<file path="src/hw/rtl/bbc_pkg.sv">
// ----------------------------------------------------------------------------
// bbc_pkg
// Shared types, codes and default sizes of the buffer cache directory.
// ----------------------------------------------------------------------------
`default_nettype none

package bbc_pkg;

  // default sizes
  localparam int SLOTS_DEF    = 16;
  localparam int TAG_BITS_DEF = 16;
  localparam int REF_BITS_DEF = 8;

  // fixed field widths
  localparam int ACTION_W = 2;
  localparam int BLOCK_W  = 16;
  localparam int SIDX_W   = 4;
  localparam int LIMIT_W  = 5;
  localparam int STATUS_W = 2;
  localparam int RSLOT_W  = 4;
  localparam int FREED_W  = 5;
  localparam int BCOUNT_W = 17;

  localparam logic [BCOUNT_W-1:0] BCOUNT_RST = 17'h10000;

  typedef enum logic [ACTION_W-1:0] {
    ACT_GET     = 2'd0,
    ACT_PUT     = 2'd1,
    ACT_MARK    = 2'd2,
    ACT_RELEASE = 2'd3
  } action_t;

  typedef enum logic [STATUS_W-1:0] {
    STAT_OK     = 2'd0,
    STAT_RANGE  = 2'd1,
    STAT_NOSLOT = 2'd2,
    STAT_UNREF  = 2'd3
  } status_t;

  typedef enum logic [3:0] {
    S_INIT, S_IDLE, S_SRCH, S_VICT_L, S_VICT_S, S_SLOT,
    S_MV_B, S_MV_C, S_MV_D, S_MV_E, S_MV_F, S_MV_G,
    S_REL_H, S_REL, S_DONE
  } state_t;

  // one result transaction
  typedef struct packed {
    logic [STATUS_W-1:0] status;
    logic [RSLOT_W-1:0]  result_slot;
    logic                hit;
    logic                data_valid;
    logic                needs_page;
    logic [FREED_W-1:0]  freed_count;
  } result_t;

endpackage

`default_nettype wire

</file>
<file path="src/hw/rtl/bbc_in_if.sv">
// ----------------------------------------------------------------------------
// bbc_in_if
// Request channel: valid/ready handshake with the request fields.
// ----------------------------------------------------------------------------
`default_nettype none

interface bbc_in_if;
  logic                         valid;
  logic                         ready;
  logic [bbc_pkg::ACTION_W-1:0] action;
  logic [bbc_pkg::BLOCK_W-1:0]  block_id;
  logic [bbc_pkg::SIDX_W-1:0]   slot_index;
  logic [bbc_pkg::LIMIT_W-1:0]  free_limit;

  modport source (output valid, action, block_id, slot_index, free_limit, input ready);
  modport sink   (input valid, action, block_id, slot_index, free_limit, output ready);
endinterface

`default_nettype wire

</file>
<file path="src/hw/rtl/bbc_out_if.sv">
// ----------------------------------------------------------------------------
// bbc_out_if
// Result channel: valid/ready handshake with the result fields.
// ----------------------------------------------------------------------------
`default_nettype none

interface bbc_out_if;
  logic                         valid;
  logic                         ready;
  logic [bbc_pkg::STATUS_W-1:0] status;
  logic [bbc_pkg::RSLOT_W-1:0]  result_slot;
  logic                         hit;
  logic                         data_valid;
  logic                         needs_page;
  logic [bbc_pkg::FREED_W-1:0]  freed_count;

  modport source (output valid, status, result_slot, hit, data_valid, needs_page,
                  freed_count, input ready);
  modport sink   (input valid, status, result_slot, hit, data_valid, needs_page,
                  freed_count, output ready);
endinterface

`default_nettype wire

</file>
<file path="src/hw/rtl/bbc_ctrl.sv">
// ----------------------------------------------------------------------------
// bbc_ctrl
// Sequencer over the slot memory and the link memory: tag scan, victim pick,
// list moves, release walk and the init pass.
// ----------------------------------------------------------------------------
`default_nettype none

module bbc_ctrl #(
  parameter int SLOTS    = bbc_pkg::SLOTS_DEF,
  parameter int TAG_BITS = bbc_pkg::TAG_BITS_DEF,
  parameter int REF_BITS = bbc_pkg::REF_BITS_DEF
) (
  input  wire logic                          clk,
  input  wire logic                          rst_n,
  input  wire logic [bbc_pkg::BCOUNT_W-1:0]  block_count,
  bbc_in_if.sink                             in_ch,
  output logic                               res_valid,
  input  wire logic                          res_ready,
  output bbc_pkg::result_t                   res
);

  localparam int SW = $clog2(SLOTS);
  localparam int LW = $clog2(SLOTS + 2);
  localparam logic [LW-1:0] ACT_HEAD   = LW'(SLOTS);
  localparam logic [LW-1:0] INACT_HEAD = LW'(SLOTS + 1);
  localparam logic [LW-1:0] LAST_SLOT  = LW'(SLOTS - 1);
  localparam logic [REF_BITS-1:0] REF_MAX = '1;

  typedef struct packed {
    logic [TAG_BITS-1:0] tag;
    logic                used;
    logic                valid;
    logic                page;
    logic                act;
    logic [REF_BITS-1:0] refc;
  } slot_ent_t;

  typedef struct packed {
    logic [LW-1:0] nxt;
    logic [LW-1:0] prv;
  } link_ent_t;

  // memories
  slot_ent_t slot_mem [SLOTS];
  link_ent_t link_mem [SLOTS+2];

  slot_ent_t srd_r, swd;
  link_ent_t lrd_r, lwd;
  logic          sre, swe, lre, lwe_n, lwe_p;
  logic [SW-1:0] sra, swa;
  logic [LW-1:0] lra, lwa;

  always_ff @(posedge clk) begin
    if (swe) slot_mem[swa] <= swd;
    if (sre) srd_r <= slot_mem[sra];
  end

  always_ff @(posedge clk) begin
    if (lwe_n) link_mem[lwa].nxt <= lwd.nxt;
    if (lwe_p) link_mem[lwa].prv <= lwd.prv;
    if (lre) lrd_r <= link_mem[lra];
  end

  // control and request registers
  bbc_pkg::state_t state_r, state_nxt;
  logic [LW-1:0] init_r, init_nxt;
  logic [SW-1:0] scan_r, scan_nxt;
  logic [LW-1:0] node_r, node_nxt;
  logic [LW-1:0] head_r, head_nxt;
  logic [LW-1:0] p_r, p_nxt, x_r, x_nxt, hn_r, hn_nxt;
  bbc_pkg::action_t act_r, act_nxt;
  logic [TAG_BITS-1:0] tag_r, tag_nxt;
  logic [bbc_pkg::SIDX_W-1:0]  sidx_r, sidx_nxt;
  logic [bbc_pkg::LIMIT_W-1:0] lim_r, lim_nxt;
  bbc_pkg::result_t res_r, res_nxt;

  // shared conditions
  logic acc, range_bad, sidx_bad, init_last, match, scan_last;
  logic vict_bad, rel_free, rel_cont;
  logic [bbc_pkg::FREED_W-1:0] cnt_inc;

  assign in_ch.ready = (state_r == bbc_pkg::S_IDLE);
  assign acc         = in_ch.valid && in_ch.ready;
  assign range_bad   = {1'b0, in_ch.block_id} >= block_count;
  assign sidx_bad    = 32'(in_ch.slot_index) >= SLOTS;
  assign init_last   = (init_r == INACT_HEAD);
  assign match       = srd_r.used && (srd_r.tag == tag_r);
  assign scan_last   = (scan_r == SW'(SLOTS - 1));
  assign vict_bad    = (lrd_r.prv >= ACT_HEAD);
  assign rel_free    = (srd_r.refc == '0) && srd_r.page;
  assign cnt_inc     = res_r.freed_count + bbc_pkg::FREED_W'(rel_free);
  assign rel_cont    = (lrd_r.prv < ACT_HEAD) && (cnt_inc < lim_r);

  assign res_valid = (state_r == bbc_pkg::S_DONE);
  assign res       = res_r;

  // next state
  always_comb begin
    state_nxt = state_r;
    unique case (state_r)
      bbc_pkg::S_INIT: if (init_last) state_nxt = bbc_pkg::S_IDLE;
      bbc_pkg::S_IDLE: begin
        if (acc) begin
          unique case (bbc_pkg::action_t'(in_ch.action))
            bbc_pkg::ACT_GET:     state_nxt = range_bad ? bbc_pkg::S_DONE : bbc_pkg::S_SRCH;
            bbc_pkg::ACT_PUT,
            bbc_pkg::ACT_MARK:    state_nxt = sidx_bad ? bbc_pkg::S_DONE : bbc_pkg::S_SLOT;
            bbc_pkg::ACT_RELEASE: state_nxt = bbc_pkg::S_REL_H;
          endcase
        end
      end
      bbc_pkg::S_SRCH: begin
        if (match) state_nxt = bbc_pkg::S_MV_B;
        else if (scan_last) state_nxt = bbc_pkg::S_VICT_L;
      end
      bbc_pkg::S_VICT_L: state_nxt = vict_bad ? bbc_pkg::S_DONE : bbc_pkg::S_VICT_S;
      bbc_pkg::S_VICT_S: state_nxt = (srd_r.refc != '0) ? bbc_pkg::S_DONE : bbc_pkg::S_MV_B;
      bbc_pkg::S_SLOT: begin
        if (act_r == bbc_pkg::ACT_PUT && srd_r.refc == REF_BITS'(1)) state_nxt = bbc_pkg::S_MV_B;
        else state_nxt = bbc_pkg::S_DONE;
      end
      bbc_pkg::S_MV_B: state_nxt = bbc_pkg::S_MV_C;
      bbc_pkg::S_MV_C: state_nxt = bbc_pkg::S_MV_D;
      bbc_pkg::S_MV_D: state_nxt = bbc_pkg::S_MV_E;
      bbc_pkg::S_MV_E: state_nxt = bbc_pkg::S_MV_F;
      bbc_pkg::S_MV_F: state_nxt = bbc_pkg::S_MV_G;
      bbc_pkg::S_MV_G: state_nxt = bbc_pkg::S_DONE;
      bbc_pkg::S_REL_H: begin
        state_nxt = (lrd_r.prv < ACT_HEAD && lim_r != '0) ? bbc_pkg::S_REL : bbc_pkg::S_DONE;
      end
      bbc_pkg::S_REL:  state_nxt = rel_cont ? bbc_pkg::S_REL : bbc_pkg::S_DONE;
      bbc_pkg::S_DONE: if (res_ready) state_nxt = bbc_pkg::S_IDLE;
      default: state_nxt = bbc_pkg::S_IDLE;
    endcase
  end

  // memory controls and datapath
  always_comb begin
    sre = 1'b0; sra = '0; swe = 1'b0; swa = '0; swd = srd_r;
    lre = 1'b0; lra = '0; lwe_n = 1'b0; lwe_p = 1'b0; lwa = '0; lwd = lrd_r;
    init_nxt = init_r; scan_nxt = scan_r; node_nxt = node_r; head_nxt = head_r;
    p_nxt = p_r; x_nxt = x_r; hn_nxt = hn_r;
    act_nxt = act_r; tag_nxt = tag_r; sidx_nxt = sidx_r; lim_nxt = lim_r;
    res_nxt = res_r;
    unique case (state_r)
      // write reset contents, one entry a cycle
      bbc_pkg::S_INIT: begin
        init_nxt = init_r + LW'(1);
        lwe_n = 1'b1; lwe_p = 1'b1; lwa = init_r;
        if (init_r == ACT_HEAD) begin
          lwd.nxt = ACT_HEAD; lwd.prv = ACT_HEAD;
        end else if (init_r == INACT_HEAD) begin
          lwd.nxt = '0; lwd.prv = LAST_SLOT;
        end else begin
          lwd.nxt = (init_r == LAST_SLOT) ? INACT_HEAD : init_r + LW'(1);
          lwd.prv = (init_r == '0) ? INACT_HEAD : init_r - LW'(1);
          swe = 1'b1; swa = SW'(init_r); swd = '0;
        end
      end
      bbc_pkg::S_IDLE: begin
        if (acc) begin
          act_nxt  = bbc_pkg::action_t'(in_ch.action);
          tag_nxt  = TAG_BITS'(in_ch.block_id);
          sidx_nxt = in_ch.slot_index;
          lim_nxt  = in_ch.free_limit;
          res_nxt  = '0;
          scan_nxt = '0;
          node_nxt = LW'(in_ch.slot_index);
          unique case (bbc_pkg::action_t'(in_ch.action))
            bbc_pkg::ACT_GET: begin
              if (range_bad) res_nxt.status = bbc_pkg::STAT_RANGE;
              else begin
                sre = 1'b1; sra = '0;
              end
            end
            bbc_pkg::ACT_PUT: begin
              if (sidx_bad) res_nxt.status = bbc_pkg::STAT_UNREF;
              else begin
                sre = 1'b1; sra = SW'(in_ch.slot_index);
              end
            end
            bbc_pkg::ACT_MARK: begin
              if (!sidx_bad) begin
                sre = 1'b1; sra = SW'(in_ch.slot_index);
              end
            end
            bbc_pkg::ACT_RELEASE: begin
              lre = 1'b1; lra = INACT_HEAD;
            end
          endcase
        end
      end
      // tag scan, one slot a cycle
      bbc_pkg::S_SRCH: begin
        if (match) begin
          node_nxt = LW'(scan_r);
          head_nxt = ACT_HEAD;
          res_nxt.hit = 1'b1;
          res_nxt.result_slot = bbc_pkg::RSLOT_W'(scan_r);
          res_nxt.data_valid = srd_r.valid;
          swe = 1'b1; swa = scan_r;
          swd.act = 1'b1;
          if (srd_r.refc != REF_MAX) swd.refc = srd_r.refc + REF_BITS'(1);
          lre = 1'b1; lra = LW'(scan_r);
        end else if (scan_last) begin
          lre = 1'b1; lra = INACT_HEAD;
        end else begin
          scan_nxt = scan_r + SW'(1);
          sre = 1'b1; sra = scan_r + SW'(1);
        end
      end
      bbc_pkg::S_VICT_L: begin
        node_nxt = lrd_r.prv;
        if (vict_bad) res_nxt.status = bbc_pkg::STAT_NOSLOT;
        else begin
          sre = 1'b1; sra = SW'(lrd_r.prv);
        end
      end
      bbc_pkg::S_VICT_S: begin
        if (srd_r.refc != '0) res_nxt.status = bbc_pkg::STAT_NOSLOT;
        else begin
          res_nxt.needs_page = !srd_r.page;
          res_nxt.result_slot = bbc_pkg::RSLOT_W'(node_r);
          head_nxt = ACT_HEAD;
          swe = 1'b1; swa = SW'(node_r);
          swd.tag = tag_r; swd.used = 1'b1; swd.valid = 1'b0; swd.page = 1'b1;
          swd.act = 1'b1; swd.refc = REF_BITS'(1);
          lre = 1'b1; lra = node_r;
        end
      end
      // put or mark valid on the read slot
      bbc_pkg::S_SLOT: begin
        swa = SW'(sidx_r);
        if (act_r == bbc_pkg::ACT_MARK) begin
          swe = 1'b1; swd.valid = 1'b1;
        end else if (srd_r.refc == '0) begin
          res_nxt.status = bbc_pkg::STAT_UNREF;
        end else begin
          swe = 1'b1; swd.refc = srd_r.refc - REF_BITS'(1);
          head_nxt = INACT_HEAD;
          if (srd_r.refc == REF_BITS'(1)) begin
            swd.act = 1'b0;
            lre = 1'b1; lra = LW'(sidx_r);
          end
        end
      end
      // list move: unlink, then insert after the head
      bbc_pkg::S_MV_B: begin
        p_nxt = lrd_r.prv; x_nxt = lrd_r.nxt;
        lwe_n = 1'b1; lwa = lrd_r.prv; lwd.nxt = lrd_r.nxt;
      end
      bbc_pkg::S_MV_C: begin
        lwe_p = 1'b1; lwa = x_r; lwd.prv = p_r;
      end
      bbc_pkg::S_MV_D: begin
        lre = 1'b1; lra = head_r;
      end
      bbc_pkg::S_MV_E: begin
        hn_nxt = lrd_r.nxt;
        lwe_n = 1'b1; lwe_p = 1'b1; lwa = node_r;
        lwd.nxt = lrd_r.nxt; lwd.prv = head_r;
      end
      bbc_pkg::S_MV_F: begin
        lwe_p = 1'b1; lwa = hn_r; lwd.prv = node_r;
      end
      bbc_pkg::S_MV_G: begin
        lwe_n = 1'b1; lwa = head_r; lwd.nxt = node_r;
      end
      // release walk from the inactive tail
      bbc_pkg::S_REL_H: begin
        node_nxt = lrd_r.prv;
        if (lrd_r.prv < ACT_HEAD && lim_r != '0) begin
          sre = 1'b1; sra = SW'(lrd_r.prv);
          lre = 1'b1; lra = lrd_r.prv;
        end
      end
      bbc_pkg::S_REL: begin
        res_nxt.freed_count = cnt_inc;
        if (rel_free) begin
          swe = 1'b1; swa = SW'(node_r);
          swd.tag = '0; swd.used = 1'b0; swd.valid = 1'b0; swd.page = 1'b0;
        end
        node_nxt = lrd_r.prv;
        if (rel_cont) begin
          sre = 1'b1; sra = SW'(lrd_r.prv);
          lre = 1'b1; lra = lrd_r.prv;
        end
      end
      bbc_pkg::S_DONE: begin
      end
      default: begin
      end
    endcase
  end

  always_ff @(posedge clk) begin
    if (!rst_n) begin
      state_r <= bbc_pkg::S_INIT;
      init_r  <= '0;
    end else begin
      state_r <= state_nxt;
      init_r  <= init_nxt;
    end
  end

  always_ff @(posedge clk) begin
    scan_r <= scan_nxt; node_r <= node_nxt; head_r <= head_nxt;
    p_r <= p_nxt; x_r <= x_nxt; hn_r <= hn_nxt;
    act_r <= act_nxt; tag_r <= tag_nxt; sidx_r <= sidx_nxt; lim_r <= lim_nxt;
    res_r <= res_nxt;
  end

endmodule

`default_nettype wire

</file>
<file path="src/hw/rtl/bbc_out_reg.sv">
// ----------------------------------------------------------------------------
// bbc_out_reg
// One-entry output register between the sequencer and the result channel.
// ----------------------------------------------------------------------------
`default_nettype none

module bbc_out_reg (
  input  wire logic              clk,
  input  wire logic              rst_n,
  input  wire logic              push_valid,
  output logic                   push_ready,
  input  wire bbc_pkg::result_t  push_data,
  bbc_out_if.source              out_ch
);

  logic             full_r, full_nxt;
  bbc_pkg::result_t data_r, data_nxt;

  assign push_ready = !full_r || out_ch.ready;

  // hold until taken, reload on push
  always_comb begin
    full_nxt = full_r;
    data_nxt = data_r;
    if (out_ch.valid && out_ch.ready) full_nxt = 1'b0;
    if (push_valid && push_ready) begin
      full_nxt = 1'b1;
      data_nxt = push_data;
    end
  end

  always_ff @(posedge clk) begin
    if (!rst_n) full_r <= 1'b0;
    else full_r <= full_nxt;
  end

  always_ff @(posedge clk) begin
    data_r <= data_nxt;
  end

  assign out_ch.valid       = full_r;
  assign out_ch.status      = data_r.status;
  assign out_ch.result_slot = data_r.result_slot;
  assign out_ch.hit         = data_r.hit;
  assign out_ch.data_valid  = data_r.data_valid;
  assign out_ch.needs_page  = data_r.needs_page;
  assign out_ch.freed_count = data_r.freed_count;

endmodule

`default_nettype wire

</file>
<file path="src/hw/rtl/block_buffer_cache_lru.sv">
// ----------------------------------------------------------------------------
// block_buffer_cache_lru
// Buffer cache directory with active/inactive LRU lists held in memories.
// ----------------------------------------------------------------------------
// Throughput: one transaction at a time; the tag scan and the list walk read
//   the slot and link memories one entry per cycle.
// Reset: synchronous; an init pass writes every entry of both memories
//   while in_ch.ready stays low; cfg writes are taken throughout.
// ----------------------------------------------------------------------------
`default_nettype none

module block_buffer_cache_lru #(
  parameter int SLOTS    = bbc_pkg::SLOTS_DEF,
  parameter int TAG_BITS = bbc_pkg::TAG_BITS_DEF,
  parameter int REF_BITS = bbc_pkg::REF_BITS_DEF
) (
  input  wire logic                         clk,
  input  wire logic                         rst_n,
  input  wire logic                         cfg_valid,
  output logic                              cfg_ready,
  input  wire logic [bbc_pkg::BCOUNT_W-1:0] cfg_block_count,
  bbc_in_if.sink                            in_ch,
  bbc_out_if.source                         out_ch
);

  logic [bbc_pkg::BCOUNT_W-1:0] bcount_r;
  logic             res_valid, res_ready;
  bbc_pkg::result_t res;

  // block count register
  assign cfg_ready = 1'b1;

  always_ff @(posedge clk) begin
    if (!rst_n) bcount_r <= bbc_pkg::BCOUNT_RST;
    else if (cfg_valid) bcount_r <= cfg_block_count;
  end

  bbc_ctrl #(
    .SLOTS(SLOTS), .TAG_BITS(TAG_BITS), .REF_BITS(REF_BITS)
  ) u_ctrl (
    .clk(clk), .rst_n(rst_n), .block_count(bcount_r), .in_ch(in_ch),
    .res_valid(res_valid), .res_ready(res_ready), .res(res)
  );

  bbc_out_reg u_out (
    .clk(clk), .rst_n(rst_n), .push_valid(res_valid), .push_ready(res_ready),
    .push_data(res), .out_ch(out_ch)
  );

endmodule

`default_nettype wire
</file>
<file path="src/flat_wrapper.sv">
// flat-port wrapper written by rule: the top's interface ports become plain ports
module block_buffer_cache_lru_flat 
#(
  parameter int SLOTS    = bbc_pkg::SLOTS_DEF,
  parameter int TAG_BITS = bbc_pkg::TAG_BITS_DEF,
  parameter int REF_BITS = bbc_pkg::REF_BITS_DEF
)
  (clk, rst_n, cfg_valid, cfg_ready, cfg_block_count, in_ch_valid, in_ch_action, in_ch_block_id, in_ch_slot_index, in_ch_free_limit, in_ch_ready, out_ch_valid, out_ch_status, out_ch_result_slot, out_ch_hit, out_ch_data_valid, out_ch_needs_page, out_ch_freed_count, out_ch_ready);
  bbc_in_if in_ch_i ();
  bbc_out_if out_ch_i ();
  input  wire logic clk;
  input  wire logic rst_n;
  input  wire logic cfg_valid;
  output logic cfg_ready;
  input  wire logic [bbc_pkg::BCOUNT_W-1:0] cfg_block_count;
  input wire logic [$bits(in_ch_i.valid)-1:0] in_ch_valid;
  input wire logic [$bits(in_ch_i.action)-1:0] in_ch_action;
  input wire logic [$bits(in_ch_i.block_id)-1:0] in_ch_block_id;
  input wire logic [$bits(in_ch_i.slot_index)-1:0] in_ch_slot_index;
  input wire logic [$bits(in_ch_i.free_limit)-1:0] in_ch_free_limit;
  output wire logic [$bits(in_ch_i.ready)-1:0] in_ch_ready;
  output wire logic [$bits(out_ch_i.valid)-1:0] out_ch_valid;
  output wire logic [$bits(out_ch_i.status)-1:0] out_ch_status;
  output wire logic [$bits(out_ch_i.result_slot)-1:0] out_ch_result_slot;
  output wire logic [$bits(out_ch_i.hit)-1:0] out_ch_hit;
  output wire logic [$bits(out_ch_i.data_valid)-1:0] out_ch_data_valid;
  output wire logic [$bits(out_ch_i.needs_page)-1:0] out_ch_needs_page;
  output wire logic [$bits(out_ch_i.freed_count)-1:0] out_ch_freed_count;
  input wire logic [$bits(out_ch_i.ready)-1:0] out_ch_ready;
  assign in_ch_i.valid = in_ch_valid;
  assign in_ch_i.action = in_ch_action;
  assign in_ch_i.block_id = in_ch_block_id;
  assign in_ch_i.slot_index = in_ch_slot_index;
  assign in_ch_i.free_limit = in_ch_free_limit;
  assign in_ch_ready = in_ch_i.ready;
  assign out_ch_valid = out_ch_i.valid;
  assign out_ch_status = out_ch_i.status;
  assign out_ch_result_slot = out_ch_i.result_slot;
  assign out_ch_hit = out_ch_i.hit;
  assign out_ch_data_valid = out_ch_i.data_valid;
  assign out_ch_needs_page = out_ch_i.needs_page;
  assign out_ch_freed_count = out_ch_i.freed_count;
  assign out_ch_i.ready = out_ch_ready;
  block_buffer_cache_lru #(.SLOTS(SLOTS), .TAG_BITS(TAG_BITS), .REF_BITS(REF_BITS)) u_core (.clk(clk), .rst_n(rst_n), .cfg_valid(cfg_valid), .cfg_ready(cfg_ready), .cfg_block_count(cfg_block_count), .in_ch(in_ch_i), .out_ch(out_ch_i));
endmodule
</file>
<file path="config.mk">
export PLATFORM = sky130hd
export DESIGN_NAME = block_buffer_cache_lru_flat
export DESIGN_NICKNAME = d
export VERILOG_FILES = /design/src/hw/rtl/bbc_pkg.sv /design/src/hw/rtl/bbc_in_if.sv /design/src/hw/rtl/bbc_out_if.sv /design/src/hw/rtl/bbc_ctrl.sv /design/src/hw/rtl/bbc_out_reg.sv /design/src/hw/rtl/block_buffer_cache_lru.sv /design/src/flat_wrapper.sv
export SDC_FILE = /design/constraint.sdc
export NUM_CORES = 1
export LEC_CHECK = 0
export BUFFER_PORTS_ARGS = -buffer_cell sky130_fd_sc_hd__buf_4
export CAP_MARGIN = 20
export CORE_MARGIN = 1.5
export CORE_UTILIZATION = 50
export DETAILED_ROUTE_END_ITERATION = 7
export PLACE_DENSITY_LB_ADDON = 0.12
export SYNTH_ARGS = -nofsm -noshare
export SYNTH_HDL_FRONTEND = slang
export SYNTH_HIERARCHICAL = 1
export SYNTH_SLANG_ARGS = --single-unit
</file>
<file path="constraint.sdc">
create_clock -name clk -period 6.55 [get_ports clk]
set_clock_uncertainty 0.1 [all_clocks]
set_input_delay 0.655 -clock clk [delete_from_list [all_inputs] [get_ports clk]]
set_output_delay 0.655 -clock clk [all_outputs]
set_load 0.01 [all_outputs]
</file>
==> flow_summary.toml <==
[run_status]
outcome = "finished, final reports clean"

[timing]
fin_ws_ns = 0.569
tightest_slew_ns = 1.14
tns_ns = 0
fin_crit_sh_pct = 91.3
finalSetupViolCount = 0
hold_viol_final = 0
whs_ns = 0.0979
grt_setup_unrepaired = "false"
finalMaxSlewViolations = 0
max-slew-margin-rel_pct = 24.0
fmax_ghz = 0.167
period_needed_ns = 5.98

[logic_synthesis]
synthCells = 2100
synth_nets = 2183
synth_cell_types = 80
synth-main-ff-cell = "edfxtp_1"
ys_seq_area_share_pct = 70.3
synthesis.yosys.warnings = 6
syn_area_per_cell_um2 = 15.2
synth-seq-cells = 756
synth_top_area_cell = "edfxtp_1"
synth_area_leaders = "edfxtp_1 69%, mux2i_1 9.6%, o22ai_1 2.2%"
yosys.area.top_type_share_pct = 68.6
synth_common_cells = "729 x edfxtp_1, 305 x mux2i_1, 111 x nor2_1, 110 x o22ai_1, 94 x nand2_1"
synth_edf_count = 729
async_reset_ff_share_pct = 0
synth.cell_area_um2 = 31900
synth.most_common_cell = "edfxtp_1"

[finish]
nets = 2292
drive_gt1_share_pct = 13.1
nFillCells = 4974
area_delta_synth_final_pct = 12.9
diodes = 0

[cts]
cts_sinks = 756
cts_resized = 0
clk_pin_slew_ns = 0.06
post_cts_buffers = 0
cts_tree = "done"
cts_max_path_buffers = 3
clk_latency_ns = 0.63
ctsRootBufferMaster = "clkbuf_16"
htree_levels = 3
hold_buffers = 0
cts_buffers = 79

[setup_path]
crit_buf_inv = 2
path_delay_family = "compound AO/OA/AOI/OAI gates"
cp_common_cell = "ha_1"
end_kind = "register"
crit_path_start_kind = "register"
worstSetupPathType = "register to register"
critPathSlowestCell = "a221o_2"
cp_num_cells = 17
worst_path_largest_cell_delay_ns = 0.75
required_ns = 6.82
cp.arrival_ns = 6.25
worstPathMaxFanout = 29
reg2regPathDepth = 17
crit_chain = "inv_1, ha_1, or4b_1, nor2_4, and2_1, ha_1, ha_1, ha_1, a2111o_1, a2111o_1, nand2_1, a221o_2, buf_4, mux2i_1, a22oi_1, a32oi_1, o21ai_1"

[pwr]
p_clk_share_pct = 39.0
ir_drop_v = 0.000233
switching_share_pct = 23.2
switchingPower_mw = 2.55
p_per_area_nw_per_um2 = 305
p_total_mw = 11.0
seq_power_share_pct = 52.4
p_int_mw = 8.42
combPwrFrac_pct = 8.6
leakagePower_nw = 11.9

[floorplanning]
core-area_um2 = 63100
die_w_um = 256
rows = 92
start_util_pct = 50.6
io_pins = 66
dieArea_um2 = 65400
fp.dieH_um = 256

[placed_design]
gp_congestion = 0.873
place_hpwl_um = 50600
io_buffers = 64
pre_cts_slack_ns = 0.624

[global_routing]
grt_pass1_wl_um = 121000
grt_pass1_vias = 18400
groute.usage.overall_pct = 24.8
grt_max_degree = 61
antenna_found_initial = 2
gr-total-overflow = 0

[routing]
drc_errors = 0
wl_um = 81400
vias_per_cell = 6.10
drt-initial-drc-count = 1969
ant_nets = 0
wl_per_cell_um = 26.1
num_vias = 19000
drtPass1Iterations = 7

[hold_path]
hold_path.class = "input pin to register"
whs_path_depth = 1

[flow_run]
max-cap-violations = 0
## worst paths after layout
path / from / to / slack [ns]
setup / recovery: u_core/u_ctrl/srd_r[0] / u_core/u_ctrl/lrd_r[8] / 0.57
hold / removal: in_ch_free_limit[1] / u_core/u_ctrl/lim_r[1] / 0.1
setup reg to reg: u_core/u_ctrl/srd_r[0] / u_core/u_ctrl/lrd_r[8] / 0.57
hold reg to reg: u_core/u_ctrl/res[6] / u_core/u_out/out_ch.data_valid / 0.32
## metal layers
layer  track usage [%]  vias to the layer above  share of wire (%)
met3              3.99                      126                7.4
met1              37.0                     9613                 45
met4              6.85                        0                2.3
met2              37.9                      733                 46
li1                  -                     8522                  -
met5                 0                        -                  0
## flip-flops by register name, indices dropped and copies added, names as in the netlist, 2 cells and up
signal	flops
u_core/u_ctrl/slot_mem	432
u_core/u_ctrl/link_mem	180
u_core/u_ctrl/srd_r	27
u_core/bcount_r	17
u_core/u_ctrl/tag_r	16
u_core/u_ctrl/res	14
u_core/u_ctrl/lrd_r	10
u_core/u_ctrl/hn_r	5
u_core/u_ctrl/init_r	5
u_core/u_ctrl/lim_r	5
u_core/u_ctrl/node_r	5
u_core/u_ctrl/p_r	5
u_core/u_ctrl/x_r	5
u_core/u_out/out_ch.freed_count	5
u_core/u_ctrl/scan_r	4
u_core/u_ctrl/sidx_r	4
u_core/u_ctrl/state_r	4
u_core/u_out/out_ch.result_slot	4
u_core/u_ctrl/act_r	2
u_core/u_out/out_ch.status	2
## placed cells by master (no fill, tap or decap), types with 10 or more instances in the layout
cell type,netlist,final
a2111o_1,10,10
a211oi_1,16,16
a21boi_0,12,12
a21o_1,10,10
a21oi_1,50,48
a221o_1,13,12
a22o_1,24,24
a22oi_1,19,19
and2_1,17,17
and3_1,13,13
buf_4,19,122
clkbuf_1,32,13
clkbuf_16,0,80
clkinv_1,0,18
clkinv_2,0,11
dfxtp_1,27,27
edfxtp_1,729,729
ha_1,34,34
inv_1,43,43
mux2i_1,305,305
nand2_1,94,93
nand2b_1,11,11
nand3_1,39,39
nand4_1,18,18
nor2_1,111,98
nor2_4,1,14
nor2b_1,27,27
nor3_1,25,22
o211ai_1,30,30
o21ai_0,44,41
o21ai_1,11,14
o22ai_1,110,110
or4_1,28,28
xnor2_1,12,12
xor2_1,15,15
## cell type report
cell class              instances  area [µm²]  share of cell area [%]
clock inverters                45         380                    1.06
well taps                     846        1060                    2.94
flip-flops and latches        756       22400                    62.2
clock buffers                  95        2080                    5.77
multi-input cells            1199        8910                    24.7
repair buffers                127        1010                    2.79
inverters                      46         173                   0.479
## power by group through the flow
| stage | combinational [mW] | clock [mW] | sequential, mW |
|---|---|---|---|
| finish | 0.944 | 4.28 | 5.74 |
| global route | 1.02 | 4.53 | 5.76 |
| CTS | 0.936 | 4.35 | 5.75 |
| detailed placement | 0.935 | 0 | 5.85 |
| global placement | 0.908 | 0 | 5.84 |
| floorplan | 0.545 | 0 | 5.83 |
## logic make-up after synthesis
family / count (synthesis) / synth area share (%)
AO/OA/AOI/OAI: 402 / 8.79
buffers and inverters: 145 / 2.28
multiplexers: 310 / 9.74
AND/OR/NAND/NOR: 425 / 6.82
XOR/XNOR: 27 / 0.741
adder cells (fa/ha/maj): 34 / 1.33
other: 1 / 0.0118
flip-flops: 756 / 70.3
## metrics by stage
stage	cell area, µm²	instances	utilization (%)
after global placement	33500	2966	53.1
after CTS	36000	3107	57.0
after global routing	36000	3114	57.1
after floorplan	31900	2100	-
after detailed placement	33500	2967	53.1
final	36000	3114	57.1
Note: power is estimated with default switching activity, not from simulation.
